File: src/rtl/lpbr_pkg.sv
`default_nettype none

package lpbr_pkg;

	typedef enum logic [1:0] {
		REQ_TICK   = 2'd0,
		REQ_STATUS = 2'd1,
		REQ_WRITE  = 2'd2,
		REQ_BYTE   = 2'd3
	} req_t;

	localparam logic [1:0] LINES_ALL   = 2'b11;
	localparam logic [1:0] LINE_TIP    = 2'b01;
	localparam logic [1:0] LINE_RING   = 2'b10;
	localparam logic [3:0] BITS_BYTE   = 4'd8;
	localparam int         CTRL_ENABLE = 2;

	// Architectural state of the port and its byte-receive assist.
	typedef struct packed {
		logic [1:0] host_drive;
		logic       assist_enable;
		logic       receiving;
		logic       done;
		logic       ready;
		logic [3:0] bit_count;
		logic [7:0] shift_byte;
		logic [7:0] latched_byte;
	} state_t;

	typedef struct packed {
		logic       byte_waiting;
		logic       assist_ready;
		logic [1:0] host_lines;
		logic [7:0] read_data;
	} result_t;

endpackage

`default_nettype wire

File: src/rtl/lpbr_step.sv
`default_nettype none

module lpbr_step (
	input  var lpbr_pkg::req_t    req,
	input  var logic [7:0]        write_data,
	input  var logic [1:0]        client_lines,
	input  var lpbr_pkg::state_t  cur,
	output var lpbr_pkg::state_t  nxt,
	output var lpbr_pkg::result_t res
);
	import lpbr_pkg::*;

	logic [1:0] low;
	logic [3:0] count_base;
	logic       latch;

	// A set bit in low means neither side is pulling that line low.
	assign low        = ~(cur.host_drive | client_lines);
	assign count_base = cur.receiving ? cur.bit_count : 4'd0;

	always_comb begin
		nxt   = cur;
		latch = 1'b0;
		res.read_data = 8'd0;
		case (req)
			REQ_TICK: begin
				if (cur.assist_enable) begin
					if (low != LINES_ALL) begin
						nxt.ready = 1'b0;
					end
					if (low == LINE_TIP || low == LINE_RING) begin
						if (cur.bit_count < BITS_BYTE) begin
							nxt.receiving = 1'b1;
							nxt.bit_count = count_base;
							if (cur.host_drive == 2'd0) begin
								// Ring pulled low carries a one; bits arrive LSB first.
								nxt.shift_byte = {low == LINE_TIP, cur.shift_byte[7:1]};
								nxt.bit_count  = count_base + 4'd1;
								nxt.host_drive = low;
							end else begin
								nxt.host_drive = 2'd0;
							end
						end else if (cur.bit_count == BITS_BYTE) begin
							nxt.host_drive = 2'd0;
							latch = !cur.done;
						end
					end else if (low == LINES_ALL) begin
						if (cur.bit_count >= BITS_BYTE && !cur.done) begin
							latch = 1'b1;
						end else if (cur.bit_count == 4'd0) begin
							nxt.ready = 1'b1;
						end
					end
				end
			end
			REQ_STATUS: begin
				res.read_data = {1'b0, cur.receiving, 2'b00, cur.done,
					cur.assist_enable, low};
			end
			REQ_WRITE: begin
				nxt.assist_enable = write_data[CTRL_ENABLE];
				nxt.host_drive    = write_data[1:0];
			end
			REQ_BYTE: begin
				nxt.done      = 1'b0;
				res.read_data = cur.latched_byte;
			end
			default: begin
				nxt = cur;
			end
		endcase
		if (latch) begin
			nxt.latched_byte = cur.shift_byte;
			nxt.done         = 1'b1;
			nxt.receiving    = 1'b0;
			nxt.bit_count    = 4'd0;
		end
		res.host_lines   = nxt.host_drive;
		res.assist_ready = nxt.ready;
		res.byte_waiting = nxt.done;
	end

endmodule

`default_nettype wire

File: src/rtl/link_port_byte_receiver_core.sv
// Channel | Direction | tdata (LSB up)                                   | tuser
// s_*     | in        | write_data[7:0], client_lines[9:8], zero [15:10]  | req_type[1:0]
// m_*     | out       | read_data[7:0], host_lines[9:8], assist_ready[10],|
//         |           | byte_waiting[11], zero [15:12]                    | -
//
// Every request yields exactly one result, registered in order through
// an input register, then the state update and result register.
// One item per clock is sustained while m_tready stays high.
// A low m_tready holds the result register and the input register; the
// input side stalls only when both are full.
// arst_n clears all port and assist state and both valid flags.
`default_nettype none

module link_port_byte_receiver_core (
	input  var logic        clk,
	input  var logic        arst_n,
	input  var logic        s_tvalid,
	output var logic        s_tready,
	input  var logic [15:0] s_tdata,   // write_data, client_lines
	input  var logic [1:0]  s_tuser,   // req_type
	output var logic        m_tvalid,
	input  var logic        m_tready,
	output var logic [15:0] m_tdata    // read_data, host_lines, assist_ready, byte_waiting
);
	import lpbr_pkg::*;

	logic       valid_s1;
	req_t       req_s1;
	logic [7:0] wdata_s1;
	logic [1:0] client_s1;
	logic       advance;
	state_t     state_q;
	state_t     state_nxt;
	result_t    res;
	result_t    res_q;

	assign advance  = !m_tvalid || m_tready;
	assign s_tready = !valid_s1 || advance;

	always_ff @(posedge clk or negedge arst_n) begin
		if (!arst_n) begin
			valid_s1 <= 1'b0;
		end else if (s_tready) begin
			valid_s1 <= s_tvalid;
		end
	end

	always_ff @(posedge clk) begin
		if (s_tready && s_tvalid) begin
			req_s1    <= req_t'(s_tuser);
			wdata_s1  <= s_tdata[7:0];
			client_s1 <= s_tdata[9:8];
		end
	end

	lpbr_step u_step (
		.req          (req_s1),
		.write_data   (wdata_s1),
		.client_lines (client_s1),
		.cur          (state_q),
		.nxt          (state_nxt),
		.res          (res)
	);

	always_ff @(posedge clk or negedge arst_n) begin
		if (!arst_n) begin
			state_q  <= '0;
			m_tvalid <= 1'b0;
		end else if (advance) begin
			m_tvalid <= valid_s1;
			if (valid_s1) begin
				state_q <= state_nxt;
			end
		end
	end

	always_ff @(posedge clk) begin
		if (advance && valid_s1) begin
			res_q <= res;
		end
	end

	assign m_tdata = {4'd0, res_q};

`ifndef NO_ASSERTIONS
	a_count_bounded: assert property (@(posedge clk) disable iff (!arst_n)
		state_q.bit_count <= BITS_BYTE)
		else $error("bit count beyond one byte");

	a_ready_idle: assert property (@(posedge clk) disable iff (!arst_n)
		state_q.ready |-> state_q.bit_count == 4'd0)
		else $error("assist ready with bits pending");

	a_s1_holds: assert property (@(posedge clk) disable iff (!arst_n)
		valid_s1 && !advance |=> valid_s1)
		else $error("input register item dropped during stall");

	a_result_loaded: assert property (@(posedge clk) disable iff (!arst_n)
		valid_s1 && advance |=> m_tvalid)
		else $error("item lost between input and result registers");

	a_lines_match: assert property (@(posedge clk) disable iff (!arst_n)
		valid_s1 && advance |=> m_tdata[9:8] == state_q.host_drive)
		else $error("reported host lines differ from the line drive");
`endif

endmodule

`default_nettype wire

File: config.mk
export PLATFORM = sky130hd
export DESIGN_NAME = link_port_byte_receiver_core
export DESIGN_NICKNAME = d
export VERILOG_FILES = /design/src/rtl/lpbr_pkg.sv /design/src/rtl/lpbr_step.sv /design/src/rtl/link_port_byte_receiver_core.sv
export SDC_FILE = /design/constraint.sdc
export NUM_CORES = 1
export LEC_CHECK = 0
export BUFFER_PORTS_ARGS = -buffer_cell sky130_fd_sc_hd__clkbuf_2
export CORE_MARGIN = 10
export CORE_UTILIZATION = 50
export DETAILED_ROUTE_END_ITERATION = 10
export GPL_TIMING_DRIVEN = 0
export PLACE_DENSITY = 0.77
export SLEW_MARGIN = 20
export SYNTH_ARGS = -nofsm -noshare
export SYNTH_HDL_FRONTEND = slang
export SYNTH_HIERARCHICAL = 1
export SYNTH_SLANG_ARGS = --single-unit
export TNS_END_PERCENT = 10
File: constraint.sdc
create_clock -name clk -period 7.2 [get_ports clk]
set_input_delay 0.36 -clock clk [delete_from_list [all_inputs] [get_ports clk]]
set_output_delay 0.36 -clock clk [all_outputs]
set_load 0.02 [all_outputs]
==> summary.md <==
| Metric | Value |
|---|---|
| Worst path max stage delay | `0.38 ns` |
| Clock network power share | `27.4%` |
| Crit-path cells | `clkbuf_1 > nor2_1 > ha_1 > nand4bb_1 > clkbuf_1 > nor4_1 > buf_2 > mux2_2 > mux2_4` |
| DRC | `0` |
| Slew Viols, Final | `0` |
| Path type of the worst min-delay path | `input port to asynchronous set/reset pin` |
| Reg2reg setup slack | `4.30 ns` |
| Hold Buf Count CTS | `0` |
| Vias in the first global route | `1367` |
| Die W | `90.2 um` |
| Initial DRC count | `107` |
| Worst-path clk slew | `0.09 ns` |
| Arrival time worst endpoint | `3.09 ns` |
| Post-Syn Area per Cell | `13.4 um2` |
| Ratio of final minimum period to clock period | `40.2%` |
| Synthesized area | `2460 um2` |
| Sequential Power Share | `48.6%` |
| Layout area overhead | `13.4%` |
| CP top delay family | `buffers and inverters` |
| Share of layout cells above drive strength 1 | `42.0%` |
| Num CTS Buffers | `5` |
| Via count | `1458` |
| Maximum vdd drop | `0.157 mV` |
| Hpwl dp | `3040 um` |
| DR vias/cell | `5.10` |
| Synth warn | `6` |
| Post-CTS setup buffer count | `0` |
| PD cells | `256 nW/um2` |
| CP Buf/Inv Count | `3` |
| FMAX | `345 MHz` |
| # IOs | `40` |
| DRT Pass-1 Iters | `4` |
| Die Y | `90.2 um` |
| IO Port Bufs | `24` |
| CP startpoint kind | `flop` |
| Period minus WS final | `2.90 ns` |
| Cells after synthesis | `184` |
| Setup Crit Path Kind | `flop to flop` |
| Clock Latency Late Sink | `0.31 ns` |
| Clk sink count | `47` |
| CTS max path bufs | `2` |
| Total GRT Usage | `10.6%` |
| Hold WS | `0.0912 ns` |
| Nets | `243` |
| Setup TNS | `0 ns` |
| Net switching power | `0.211 mW` |
| ANT cells | `0` |
| WP data required | `7.39 ns` |
| Critical path's slowest cell | `ha_1` |
| Skew final | `0.00972 ns` |
| Post-route ant nets | `0` |
| Final setup vio count | `0` |
| Initial antenna violation count | `0` |
| Grt total ovfl | `0` |
| Die Area | `8130 um2` |
| Outcome | `completed` |
| Core region area | `4750 um2` |
| CTS tree | `built` |
| Internal power | `0.504 mW` |
| Total wire length | `4100 um` |
| Logic pwr share | `24.0%` |
| Cell repeated most along the worst path | `clkbuf_1` |
| Starting density of the core | `51.8%` |
| RSZ-0062 raised after global routing | `false` |
| Largest fanout on the critical path | `10` |
| Net Sw Frac | `29.6%` |
| Final number of hold-violating endpoints | `0` |
| First-pass GRT wire length | `7060 um` |
| Lkg Pwr | `1.32 nW` |
| Routed len/inst | `14.3 um` |
| Worst-Margin Slew | `0.708 ns` |
| Row cnt | `25` |
| Critical Path End Type | `flop` |
| Relative slew slack | `52.8%` |
| Final Wtd Congestion | `0.826` |
| CTS HTree Levels | `2` |
| Clock root buffer | `clkbuf_8` |
| CTS resizes | `0` |
| Max-Cap Viols | `0` |
| Largest net degree at the start of global routing | `29` |
[worst paths after layout]
path	start	to	cells past startpoint
min reg2reg	state_q[19]	state_q[19]	1
min	arst_n	valid_s1	1
max	state_q[24]	state_q[14]	9
max in group asynchronous	arst_n	state_q[14]	1
min in group clk	s_tdata[9]	client_s1[1]	1
max reg2reg	state_q[24]	state_q[14]	9
[sequential cells by signal (all words and copies together) (netlist names)]
register	cells
state_q	26
m_tdata	12
wdata_s1	3
client_s1	2
req_s1	2
m_tvalid	1
valid_s1	1
[area by class of cell]
cell class / instances / area, um2
timing repair buffer: 24 / 120
inverter: 4 / 15.0
clock buffer: 5 / 68.8
tap: 67 / 83.8
buffer: 18 / 123
clock inverter: 3 / 46.3
fill: 386 / 1960
multi-input combinational: 118 / 1060
sequential: 47 / 1270
[worst reg2reg max path, delay by kind of cell, from the launching register on]
family | cells | cell delay, ns
fa+ha+maj | 1 | 0.38
buf+inv | 3 | 0.83
flops | 1 | 0.36
mux | 2 | 0.63
simple gates | 3 | 0.58
[power by group through the flow]
stage	Sequential, mW	Clock (mW)	Combinational [mW]
finish	0.348	0.196	0.172
global route	0.355	0.210	0.187
floorplan	0.353	0	0.125
CTS	0.347	0.200	0.172
detailed placement	0.352	0	0.172
global placement	0.352	0	0.167
[layout by cell type, fill, tap and decap left out, drive strengths merged, types with 4 or more instances in the layout]
cell and instances:
mux2 43, nand2 12, edfxtp 19, buf 14
a21boi 4, conb 4, dfrtp 28, inv 5
nor2b 7, mux2i 4, nand2b 4, nor2 6
clkbuf 33
[per-stage QoR]
| stage | setup WS, ns | util, % | total power [mW] | instances | cell area (um2) |
|---|---|---|---|---|---|
| final | 4.30 | 58.7 | 0.715 | 286 | 2790 |
| after global routing | 4.18 | 58.7 | 0.751 | 286 | 2790 |
| after CTS | 4.33 | 58.7 | 0.719 | 286 | 2790 |
| after detailed placement | 4.35 | 56.3 | 0.524 | 278 | 2680 |
| after global placement | 4.41 | 56.3 | 0.519 | 278 | 2680 |
| after floorplan | 4.67 | - | 0.478 | 187 | 2470 |
[metal layers]
layer  global-route usage, %  routed length [um]  vias to the layer above
met3                    4.24                 307                        6
met5                       0                   0                        -
li1                        -                   -                      722
met4                    4.38                  79                        0
met2                    15.1                1770                       43
met1                    13.8                1940                      687
No activity file was read; power rests on OpenSTA's default activity.
